$ cat src/rtl/sqlfo_pkg.sv
`default_nettype none
package sqlfo_pkg;

   localparam int TABLE_ADDR_BITS = 10;
   localparam int SAMPLE_BITS     = 16;
   localparam int QSIZE           = 1 << TABLE_ADDR_BITS;
   localparam int AMP             = (1 << (SAMPLE_BITS - 1)) - 1;

   localparam int PHASE_BITS    = 32;
   localparam int STEPS_BITS    = 20;
   localparam int RATE_BITS     = 40;
   localparam int RATE_FRAC     = 8;
   localparam int STEP_BITS     = 41;
   localparam int CSR_ADDR_BITS = 3;
   localparam int CSR_DATA_BITS = 32;
   localparam int REQ_DATA_BITS = 32;
   localparam int REQ_USER_BITS = 4;
   localparam int RSP_DATA_BITS = ((2 * SAMPLE_BITS + 7) / 8) * 8;

   localparam longint unsigned HALF_PI_Q30 = 64'd1686629713;

   // register indexes
   localparam logic [CSR_ADDR_BITS-1:0] CSR_BRAKE_STEPS   = 3'd0;
   localparam logic [CSR_ADDR_BITS-1:0] CSR_RELEASE_STEPS = 3'd1;
   localparam logic [CSR_ADDR_BITS-1:0] CSR_CHORUS_STEPS  = 3'd2;
   localparam logic [CSR_ADDR_BITS-1:0] CSR_TREMOLO_STEPS = 3'd3;
   localparam logic [CSR_ADDR_BITS-1:0] CSR_BRAKE_INC     = 3'd4;
   localparam logic [CSR_ADDR_BITS-1:0] CSR_CHORUS_INC    = 3'd5;

   // reset values
   localparam logic [STEPS_BITS-1:0] RST_RAMP_STEPS = 20'd48000;
   localparam logic [PHASE_BITS-1:0] RST_BRAKE_INC  = 32'd8948;
   localparam logic [PHASE_BITS-1:0] RST_CHORUS_INC = 32'd71583;
   localparam logic [PHASE_BITS-1:0] RST_START_INC  = 32'd89478;
   localparam logic [PHASE_BITS-1:0] RST_LEFT_PHASE = 32'd0;
   localparam logic [PHASE_BITS-1:0] RST_RIGHT_PHASE = 32'h4000_0000;

   typedef enum logic [2:0] {
      FUNC_TICK    = 3'd0,
      FUNC_BRAKE   = 3'd1,
      FUNC_UNBRAKE = 3'd2,
      FUNC_CHORUS  = 3'd3,
      FUNC_TREMOLO = 3'd4,
      FUNC_RECOVER = 3'd5,
      FUNC_ANGLE   = 3'd6
   } func_type;

   typedef struct packed {
      logic load;
      logic event_go;
      logic step_load;
      logic tick_rate;
      logic tick_left;
      logic tick_right;
      logic emit;
   } cmd_type;

   typedef struct packed {
      func_type func;
      logic     need_div;
      logic     div_done;
   } status_type;

   typedef logic [SAMPLE_BITS-2:0] quarter_tab_type [0:QSIZE];

   // shift and subtract quotient
   function automatic longint unsigned long_quo(longint unsigned num, longint unsigned den);
      longint unsigned quo;
      longint unsigned rem;
      int              b;
      quo = 64'd0;
      rem = 64'd0;
      for (b = 63; b >= 0; b--) begin
         rem = {rem[62:0], num[b]};
         quo = {quo[62:0], 1'b0};
         if (rem >= den) begin
            rem = rem - den;
            quo = quo | 64'd1;
         end
      end
      return quo;
   endfunction

   // quarter-wave sine, truncating taylor series in q30, scaled to the sample range
   function automatic quarter_tab_type build_quarter();
      quarter_tab_type tab;
      longint unsigned t;
      longint unsigned t2;
      longint unsigned term;
      longint unsigned den;
      longint unsigned v;
      longint          sum;
      int              i;
      int              k;
      for (i = 0; i <= QSIZE; i++) begin
         t    = (longint'(i) * HALF_PI_Q30) >> TABLE_ADDR_BITS;
         t2   = (t * t) >> 30;
         term = t;
         sum  = longint'(t);
         for (k = 1; k <= 9; k++) begin
            den  = longint'((2 * k) * (2 * k + 1));
            term = long_quo((term * t2) >> 30, den);
            if ((k & 1) == 1) begin
               sum = sum - longint'(term);
            end else begin
               sum = sum + longint'(term);
            end
         end
         if (sum < 0) begin
            sum = 0;
         end
         v = ((longint'(sum) * longint'(AMP)) + (64'd1 << 29)) >> 30;
         if (v > longint'(AMP)) begin
            v = longint'(AMP);
         end
         tab[i] = v[SAMPLE_BITS-2:0];
      end
      return tab;
   endfunction

endpackage
`default_nettype wire

$ cat src/rtl/sqlfo_ctrl.sv
`default_nettype none
module sqlfo_ctrl (
   input  wire logic                   clock,
   input  wire logic                   reset,
   input  wire logic                   req_tvalid,
   output logic                        req_tready,
   output logic                        rsp_tvalid,
   input  wire logic                   rsp_tready,
   output sqlfo_pkg::cmd_type          cmd,
   input  wire sqlfo_pkg::status_type  status
);
   import sqlfo_pkg::*;

   typedef enum logic [2:0] {
      ST_IDLE,
      ST_DECODE,
      ST_DIV,
      ST_TICK_RATE,
      ST_TICK_LEFT,
      ST_TICK_RIGHT,
      ST_DONE
   } state_type;

   state_type state_ff, state_in;
   logic      rsp_valid_ff, rsp_valid_in;
   logic      out_free;

   always_comb begin
      cmd          = '0;
      state_in     = state_ff;
      out_free     = !rsp_valid_ff || rsp_tready;
      rsp_valid_in = rsp_valid_ff && !rsp_tready;
      case (state_ff)
         ST_IDLE: begin
            if (req_tvalid) begin
               cmd.load = 1'b1;
               state_in = ST_DECODE;
            end
         end
         ST_DECODE: begin
            if (status.func == FUNC_TICK) begin
               state_in = ST_TICK_RATE;
            end else begin
               cmd.event_go = 1'b1;
               state_in     = status.need_div ? ST_DIV : ST_DONE;
            end
         end
         ST_DIV: begin
            if (status.div_done) begin
               cmd.step_load = 1'b1;
               state_in      = ST_DONE;
            end
         end
         ST_TICK_RATE: begin
            cmd.tick_rate = 1'b1;
            state_in      = ST_TICK_LEFT;
         end
         ST_TICK_LEFT: begin
            cmd.tick_left = 1'b1;
            state_in      = ST_TICK_RIGHT;
         end
         ST_TICK_RIGHT: begin
            cmd.tick_right = 1'b1;
            state_in       = ST_DONE;
         end
         ST_DONE: begin
            if (out_free) begin
               cmd.emit     = 1'b1;
               rsp_valid_in = 1'b1;
               state_in     = ST_IDLE;
            end
         end
         default: begin
            state_in = ST_IDLE;
         end
      endcase
   end

   always_ff @(posedge clock) begin
      if (reset) begin
         state_ff     <= ST_IDLE;
         rsp_valid_ff <= 1'b0;
      end else begin
         state_ff     <= state_in;
         rsp_valid_ff <= rsp_valid_in;
      end
   end

   assign req_tready = (state_ff == ST_IDLE);
   assign rsp_tvalid = rsp_valid_ff;

endmodule
`default_nettype wire
$ cat config.mk
export PLATFORM = sky130hd
export DESIGN_NAME = sqlfo_ctrl
export DESIGN_NICKNAME = d
export VERILOG_FILES = /design/src/rtl/sqlfo_pkg.sv /design/src/rtl/sqlfo_ctrl.sv
export SDC_FILE = /design/constraint.sdc
export NUM_CORES = 1
export LEC_CHECK = 0
export BUFFER_PORTS_ARGS = -buffer_cell sky130_fd_sc_hd__buf_4
export CAP_MARGIN = 25
export CELL_PAD_IN_SITES_DETAIL_PLACEMENT = 0
export CELL_PAD_IN_SITES_GLOBAL_PLACEMENT = 2
export CORE_AREA = 3 3 41 43
export CTS_BUF_LIST = sky130_fd_sc_hd__clkbuf_8
export CTS_CLUSTER_SIZE = 20
export DETAILED_ROUTE_END_ITERATION = 7
export DIE_AREA = 0 0 44 46
export HOLD_SLACK_MARGIN = 0.05
export PLACE_DENSITY_LB_ADDON = 0.1
export SYNTH_ARGS = -nofsm -noshare
export SYNTH_HDL_FRONTEND = slang
export SYNTH_SLANG_ARGS = --single-unit
$ cat constraint.sdc
create_clock -name clock -period 1.1 [get_ports clock]
set_input_delay 0.165 -clock clock [delete_from_list [all_inputs] [get_ports clock]]
set_output_delay 0.165 -clock clock [all_outputs]
set_load 0.01 [all_outputs]
* Word-level counts from Yosys, hierarchy flattened
Cells that the tools add are included.
** Storage, ports and cells
- Word-level logic and storage cells :: 37
- Output and inout bits :: 9
- Input port bits :: 9
- Flip-flop bits (word level) :: 4
** Cells by class
- Multiplexer cells :: 19
- Reductions and logical operators :: 7
- Equality and inequality tests :: 9
** Operators by type and width (number)
- 3-bit case mux with 7 select lines :: 1
- 3-bit 2-to-1 mux :: 5
- 1-bit 2-to-1 mux :: 13
- 3-bit equality test (second input constant) :: 3
- 3-bit by 2-bit equality test with 1-bit output (second input constant) :: 2
- 3-bit logical NOT :: 2
- 2-bit inequality test (second input constant) :: 3
- 3-bit by 1-bit equality test with 1-bit output (second input constant) :: 1
- 3-bit AND reduction :: 1
- 1-bit logical NOT :: 2
- 1-bit logical AND :: 1
- 1-bit logical OR :: 1

* Depth between registers and ports, before layout
Gate-level depths: netlist of run 1.
- Depth after elaboration :: 4
- Mapped depth :: 4
- Mapped depth without buffers :: 3

* Least setup slack after synthesis of run 1
OpenSTA, ideal clock, no wires.
- Path kind :: reg2out
- Start point :: register state_ff[2]
- End point :: output port cmd[6] (netlist name)
- Required time :: 0.935 ns
- Cell stages (with the launch flop) :: 4
- Arrival :: 1.028 ns
- Slack :: -0.093 ns
- Path buffers :: 1
- Path through :: dfxtp_1 buf_2 nor3_1 and2_1
** RTL lines
- start: declaration :: line sqlfo_ctrl.sv:24 : state_type state_ff, state_in;
- start signal: assignment :: line sqlfo_ctrl.sv:84 : state_ff <= state_in;
- end: declaration :: line sqlfo_ctrl.sv:9 : output sqlfo_pkg::cmd_type cmd,

==> run_results.csv, run 1 <==
group,metric,value,unit
finish,drive_gt1_frac,0.677,
status,failed_checks,"negative setup slack",
flow_run,drv_cap,0,
critical_path,crit_fanout,7,
pwr,p_int,0.639,mW
floorplanning,core,1330,um^2
placed_design,place.detailed.hpwl,589,um
timing,period_needed,1.21,ns
pwr,p_switching,0.257,mW
pwr,p_seq_frac,0.237,
timing,max_freq,0.827,GHz
synth,synth_warnings,0,
synth,synth_seq_cells,4,
finish,fin_cells,80,
clocking,ctsLongestPathBuffers,2,
synth,syn-cell-area,282,um^2
finish,syn2layout_area_growth,124,%
drt,vias,377,
timing,finalSetupViolCount,10,
clocking,path_clk_slew,0.03,ns
timing,finalHoldViolations,0,
timing,rsz0062_at_grt,"yes",
timing,max-slew-margin-rel,0.753,
timing,tightestPinTransition,0.368,ns
global_route,grt_pass1_wl,1580,um
global_route,antenna_found_initial,0,
floorplanning,die_area,2020,um^2
status,status,"complete, but fails checks",
global_route,grt_max_degree,13,
pwr,p_comb_frac,0.424,
drt,drc,0,
pwr,sw_frac_of_total,0.287,
clocking,cts_root_buf,"clkbuf_8",
global_route,grt_usage,0.105,
hold_path,hp-class,"in -> reg",
drt,drt-initial-drc-count,1,
placed_design,numPortBuffers,17,
finish,nFillCells,143,
placed_design,placed_cells,68,
drt,firstDrtPassIters,2,
pwr,p_leak,0.282,nW
drt,drtAntennaViolNets,0,
clocking,cts.sinks,4,
pwr,p_per_area,1420,nW/um^2
floorplanning,start_util,0.211,
clocking,cts_hold_buffers,0,
floorplanning,die_h,46,um
critical_path,cp_data_arrival_time,1.04,ns
finish,layout.nets,76,
synth,synth_nets,44,
synth,postSynthCellCount,35,
floorplanning,rows,13,
floorplanning,io_pins,18,
placed_design,preCtsSetupSlack,-0.0503,ns
placed_design,gp_congestion,0.685,
pwr,vdd_drop_max,0.471,mV
timing,fin_ws,-0.109,ns
drt,wl,1060,um
timing,finalClockSkew,0.000788,ns
global_route,grt-ovfl-total,0,
synth,postSynthAreaPerCell,8.04,um^2
synth,yosysUniqueCellTypes,21,
critical_path,rrSetupSlack,-0.09,ns
clocking,cts_made_buffers,3,
drt,wl_per_cell,13.2,um
critical_path,end_kind,"output port",
floorplanning,die_width,44,um
finish,utilization,0.473,
synth,ys_seq_area_frac,0.284,
timing,fin_crit_sh,1.10,
critical_path,critPathLaunchType,"flop",
clocking,clock_latency,0.21,ns
finish,post-route-cell-area,631,um^2
placed_design,dpl_cell_area,452,um^2
finish,diodes,0,
pwr,clockPowerShare,0.338,
critical_path,required,0.94,ns
clocking,cts_tree,"built",
timing,report.final.slew_viol_count,0,
timing,fin_hold_ws,0.145,ns
drt,via_per_inst,4.71,
critical_path,path_class,"reg -> out",
global_route,grt_pass1_vias,368,
clocking,ctsHtreeMaxLevel,1,
layout make-up:
type | count | area [um^2] | area share
clock buffers | 3 | 41.3 | 0.0655
inverters | 1 | 3.75 | 0.00595
multi-input cells | 27 | 228 | 0.361
flip-flops and latches | 4 | 91.3 | 0.145
well taps | 15 | 18.8 | 0.0298
repair buffers | 30 | 248 | 0.393
placed cells by master, fill, tap and decap left out:
cell,netlist,layout
nand2_1,2,2
a21oi_1,2,2
o211ai_1,1,1
a31oi_1,1,1
nor3_4,1,2
a2111oi_4,0,1
nor3b_2,0,2
nand2b_1,4,4
clkbuf_8,0,3
nor2_1,2,2
and2_4,0,1
a211o_1,1,1
nand3b_1,1,1
dfxtp_1,4,1
o21ai_0,1,1
nor4b_2,0,1
dfxtp_4,0,3
buf_4,1,24
nor2b_1,1,1
nor3_1,3,1
nor3_2,0,1
buf_6,0,6
and3_1,2,2
inv_1,1,1
power by group through the flow:
stage	clock network [mW]	logic (mW)	registers, mW
finish	0.303	0.380	0.213
global route	0.326	0.413	0.216
global placement	0	0.229	0.210
floorplan	0	0.152	0.175
CTS	0.310	0.294	0.216
detailed placement	0	0.228	0.211
critical path: stages, from the launching register on:
cell     delay [ns]
dfxtp_4        0.36
buf_6          0.12
nor4b_2        0.19
buf_4          0.16
sequential cells by signal, indices dropped and copies added, names as in the netlist:
name        cells
rsp_tvalid      1
state_ff        3
what timing repair did:
| item | 4_1_cts | 5_1_grt |
|---|---|---|
| pin swaps | 3 | 4 |
| gates resized for setup | 13 | 7 |
| endpoints found under the setup margin | 10 | 10 |
| buffers inserted | 4 | 5 |
metal layers:
layer | track usage | wire length [um] | part of all wire | vias to the layer above
li1 | - | - | - | 187
met1 | 0.138 | 480 | 0.45 | 173
met2 | 0.160 | 505 | 0.48 | 17
met3 | 0.0237 | 73 | 0.069 | 0
met4 | 0.0542 | 0 | 0 | 0
met5 | 0 | 0 | 0 | -
cells by family after synthesis:
group | after synthesis | synth area share
AND/OR/NAND/NOR | 20 | 0.453
buffers and inverters | 4 | 0.0756
flip-flops | 4 | 0.284
AO/OA/AOI/OAI | 7 | 0.187
path summary, 6_finish.rpt:
check             cells past startpoint        start          end
setup / recovery                      3  state_ff[1]       cmd[5]
hold / removal                        2        reset  state_ff[0]
setup reg to reg                      4  state_ff[0]  state_ff[0]
hold reg to reg                       2   rsp_tvalid   rsp_tvalid
cell usage after synthesis, drive strengths merged:
cell | n | area share
nor3b | 2 | 0.053
buf | 3 | 0.062
nor3 | 4 | 0.11
nand3b | 1 | 0.027
a211o | 1 | 0.031
o21ai | 1 | 0.018
nor2 | 2 | 0.027
a31oi | 1 | 0.022
nand2 | 2 | 0.027
a2111oi | 1 | 0.053
nor4b | 1 | 0.031
and2 | 1 | 0.022
a21oi | 2 | 0.036
nor2b | 1 | 0.022
and3 | 2 | 0.044
o211ai | 1 | 0.027
dfxtp | 4 | 0.28
nand2b | 4 | 0.089
inv | 1 | 0.013
through the flow:
step	total power, mW	TNS, ns
floorplan	0.327	0
global placement	0.439	-0.0554
detailed placement	0.439	-0.119
CTS	0.820	-0.624
global route	0.955	-1.24
finish	0.896	-0.775
No activity file was read; power rests on OpenSTA's default activity.
==> run 2, diff against run 1 <==
SETUP_SLACK_MARGIN = 0.05   (was unset)
==> run 2 against run 1 <==
Largest power group unchanged. Flip-flop and latch count unchanged. Clock-buffer cell count did not move. Fmax down 0.24%. Clock power about the same. The flow still finishes with violations (negative setup slack). Clock skew grew 0.0015 ns. Sequential power hardly changed. Sequential share of layout area down 0.28 points. Hold slack better by 0.0069 ns.
==> run_results.csv, run 2 (synthesized netlist as in run 1, its figures left out) <==
group,metric,value,unit
finish,drive_gt1_frac,0.723,
pwr,vdd_drop_max,0.459,mV
pwr,p_leak,0.285,nW
placed_design,numPortBuffers,17,
finish,largest_reg_flops,3,
finish,layout.nets,76,
timing,max-slew-margin-rel,0.841,
critical_path,rrSetupSlack,-0.05,ns
clocking,ctsLongestPathBuffers,2,
timing,report.final.slew_viol_count,0,
floorplanning,die_area,2020,um^2
drt,wl_per_cell,13.8,um
timing,period_needed,1.21,ns
critical_path,required,0.94,ns
clocking,cts_made_buffers,3,
critical_path,cp_data_arrival_time,1.05,ns
floorplanning,rows,13,
drt,vias,371,
finish,syn2layout_area_growth,128,%
clocking,path_clk_slew,0.03,ns
drt,firstDrtPassIters,1,
critical_path,critPathLaunchType,"flop",
drt,drt-initial-drc-count,0,
critical_path,r2r-start,"state_ff[0]",
clocking,clock_latency,0.21,ns
hold_path,hp-class,"in -> reg",
hold_path,hold_path_end,"state_ff[1]",
critical_path,crit_fanout,7,
clocking,cts_tree,"built",
global_route,antenna_found_initial,0,
placed_design,preCtsSetupSlack,-0.0503,ns
pwr,p_per_area,1390,nW/um^2
hold_path,hold_depth,2,
finish,top_register,"state_ff",
critical_path,end_kind,"output port",
drt,drtAntennaViolNets,0,
placed_design,gp_congestion,0.685,
floorplanning,io_pins,18,
hold_path,hp-start,"reset",
clocking,cts_root_buf,"clkbuf_8",
global_route,grt_pass1_vias,369,
clocking,cts_hold_buffers,0,
timing,fin_crit_sh,1.10,
status,failed_checks,"negative setup slack",
timing,finalClockSkew,0.00233,ns
placed_design,place.detailed.hpwl,589,um
floorplanning,core,1330,um^2
status,status,"complete, but fails checks",
finish,fin_cells,80,
floorplanning,die_h,46,um
critical_path,r2r_end,"state_ff[2]",
floorplanning,die_width,44,um
critical_path,reg2reg_depth,5,
timing,finalSetupViolCount,9,
timing,finalHoldViolations,0,
global_route,grt_usage,0.109,
timing,setup_tns,-0.672,ns
drt,drc,0,
drt,via_per_inst,4.64,
timing,tightestPinTransition,0.239,ns
timing,fin_ws,-0.112,ns
finish,final_cell_mix,"25 x buf_4, 5 x buf_6, 3 x nand2b_1, 3 x clkbuf_8, 3 x dfxtp_4",
drt,wl,1100,um
flow_run,drv_cap,0,
floorplanning,start_util,0.211,
placed_design,placed_cells,68,
global_route,grt_pass1_wl,1610,um
finish,diodes,0,
finish,mostFrequentLayoutCell,"buf_4",
clocking,cts.sinks,4,
critical_path,path_class,"reg -> out",
timing,rsz0062_at_grt,"yes",
global_route,grt-ovfl-total,0,
clocking,ctsHtreeMaxLevel,1,
global_route,grt_max_degree,13,
timing,max_freq,0.825,GHz
## run 2: repair_timing
item                       CTS  global route
setup buffers                4             5
setup endpoints to repair   10            11
pin swaps                    4             2
resized for setup           14             9
## run 2: how the worst max path moves through the flow
stage                      startpoint           to  slack [ns]  cells past startpoint
after floorplan           state_ff[2]       cmd[6]        0.02                      3
after global placement    state_ff[0]  state_ff[2]       -0.02                      4
after detailed placement  state_ff[2]       cmd[0]       -0.05                      3
after CTS                 state_ff[1]       cmd[5]       -0.12                      3
after global routing      state_ff[1]       cmd[5]       -0.15                      3
final                     state_ff[1]       cmd[5]       -0.11                      3
## run 2: layer usage
metal	GRT usage	wire length (um)	up-vias
met5	0	0	-
met4	0.0542	10	0
met3	0.0237	70	2
met2	0.172	542	17
met1	0.138	478	167
li1	-	-	185
## run 2: critical path, stage by stage (launching register included)
cell	delay, ns
dfxtp_4	0.36
buf_6	0.12
nor4b_2	0.19
buf_4	0.16
## run 2: stage by stage
step / power [mW] / instance area, um^2 / util / hold slack (ns)
after floorplan: 0.327 / 293 / - / 0.234
after global placement: 0.439 / 452 / 0.339 / 0.373
after detailed placement: 0.439 / 452 / 0.339 / 0.367
after CTS: 0.825 / 566 / 0.424 / 0.135
after global routing: 0.950 / 643 / 0.482 / 0.152
final: 0.892 / 643 / 0.482 / 0.152
## run 2: final cells by class
| class | instances | area (um^2) |
|---|---|---|
| Timing Repair Buffer | 30 | 244 |
| Sequential cell | 4 | 91.3 |
| Clock buffer | 3 | 41.3 |
| Fill cell | 144 | 691 |
| Multi-Input combinational cell | 27 | 244 |
| Tap cell | 15 | 18.8 |
| Inverter | 1 | 3.75 |
## run 2: power breakdown
part / switching, mW / internal (mW)
Sequential: 0.0439 / 0.169
Combinational: 0.147 / 0.229
Clock: 0.0700 / 0.233
Total: 0.261 / 0.631
==> run 3, diff against run 2 <==
CORE_AREA = 3 3 40 42   (was 3 3 41 43)
DIE_AREA = 0 0 43 45   (was 0 0 44 46)
clock period = 1.4 ns   (was 1.1 ns; I/O delays follow)
==> run 3 against run 2 <==
The flow now finishes without violations. Hold slack improved by 0.025 ns. Final area fell by 28%. First-iteration DRC count increased by 1. Sequential share of layout area is 5.1 points higher.
==> run_results.csv, run 3 (synthesized netlist as in run 1, its figures left out) <==
group,metric,value,unit
timing,fin_hold_ws,0.178,ns
timing,finalHoldViolations,0,
critical_path,path_class,"reg -> out",
finish,final_cell_mix,"17 x buf_4, 4 x nand2b_1, 3 x nor3_1, 3 x clkbuf_8",
placed_design,numPortBuffers,17,
global_route,grt_usage,0.0824,
critical_path,crit_chain,"nor3_1 -> and2_1 -> buf_4",
placed_design,gp_congestion,0.669,
critical_path,critPathBufInv,1,
drt,wl,728,um
finish,nFillCells,147,
critical_path,crit_start,"state_ff[0]",
finish,drive_gt1_frac,0.481,
critical_path,crit_fanout,14,
drt,vias,309,
timing,period_needed,1.31,ns
status,status,"finished clean",
drt,drt-initial-drc-count,1,
drt,firstDrtPassIters,4,
finish,mostFrequentLayoutCell,"buf_4",
clocking,cts_root_buf,"clkbuf_8",
drt,via_per_inst,4.61,
pwr,vdd_drop_max,0.367,mV
timing,tightestPinTransition,0.239,ns
clocking,ctsLongestPathBuffers,2,
clocking,clock_latency,0.22,ns
drt,drc,0,
finish,top_register,"state_ff",
floorplanning,io_pins,18,
timing,report.final.slew_viol_count,0,
finish,fin_cells,67,
critical_path,required,1.19,ns
clocking,cts_hold_buffers,0,
critical_path,cp_slowest_stage_delay,0.38,ns
finish,syn2layout_area_growth,63.6,%
floorplanning,die_width,43,um
clocking,cts_made_buffers,3,
global_route,grt_pass1_wl,1140,um
global_route,grt_max_degree,15,
finish,post-route-cell-area,460,um^2
drt,drtAntennaViolNets,0,
pwr,p_per_area,1220,nW/um^2
floorplanning,die_h,45,um
finish,diodes,0,
timing,finalClockSkew,0.00179,ns
timing,max-slew-margin-rel,0.839,
floorplanning,die_area,1940,um^2
critical_path,r2r-start,"state_ff[2]",
critical_path,critPathLaunchType,"flop",
finish,largest_reg_flops,3,
timing,fin_crit_sh,0.937,
timing,finalSetupViolCount,0,
timing,setup_tns,0,ns
placed_design,dpl_cell_area,410,um^2
finish,layout.nets,63,
clocking,path_clk_slew,0.03,ns
clocking,cts.sinks,4,
clocking,ctsHtreeMaxLevel,1,
clocking,cts_tree,"built",
global_route,grt-ovfl-total,0,
pwr,p_leak,0.196,nW
floorplanning,core,1280,um^2
hold_path,hp-class,"in -> reg",
timing,max_freq,0.763,GHz
global_route,grt_pass1_vias,274,
timing,rsz0062_at_grt,"yes",
floorplanning,start_util,0.219,
critical_path,cp_data_arrival_time,1.10,ns
critical_path,crit_slowest_cell,"dfxtp_4",
floorplanning,rows,13,
placed_design,placed_cells,64,
critical_path,critPathTopFamily,"simple AND/OR/NAND/NOR gates",
hold_path,hp-start,"reset",
global_route,antenna_found_initial,0,
pwr,power,0.563,mW
flow_run,drv_cap,0,
drt,wl_per_cell,10.9,um
critical_path,end_kind,"output port",
## run 3: worst register-to-register path, delay by kind of cell (launching register included)
family,cells,cell delay [ns]
flip-flops,1,0.37
AND/OR/NAND/NOR,1,0.18
AO/OA/AOI/OAI,1,0.33
## run 3: final timing paths
| path | endpoint | slack, ns | cells after the start |
|---|---|---|---|
| max | cmd[6] | 0.09 | 3 |
| min | state_ff[0] | 0.18 | 2 |
| max reg2reg | state_ff[0] | 0.41 | 2 |
| min reg2reg | state_ff[0] | 0.48 | 1 |
## run 3: stage by stage
step,setup slack [ns],utilization
finish,0.0887,0.358
CTS,0.0534,0.354
global route,0.0105,0.358
global placement,0.171,0.319
detailed placement,0.167,0.319
floorplan,0.162,-
## run 3: per-layer routing
metal  up-vias  global-route usage  share of wire
met5         -                   0              0
li1        158                   -              -
met3         2             0.00797           0.13
met1       132               0.108           0.45
met2        17               0.111           0.38
met4         0              0.0904          0.040
## run 3: cell type report
cell class	count	area, um^2	share of cell area
clock buffer	3	41.3	0.0897
multi-input combinational	27	180	0.391
inverter	1	3.75	0.00815
tap	15	18.8	0.0408
timing repair buffer	17	128	0.277
sequential	4	88.8	0.193
## run 3: what timing repair did
item / in CTS / in global routing
setup endpoints to repair: 7 / 3
endpoints found under the hold margin: 0 / 0
resized for setup: 3 / 2
setup buffers: 0 / 0
pin swaps: 0 / 0
## run 3: report_power, final
part	switching [mW]	total (mW)	internal, mW
clock	0.0606	0.244	0.183
sequential	0.0400	0.172	0.132
combinational	0.0593	0.146	0.0869
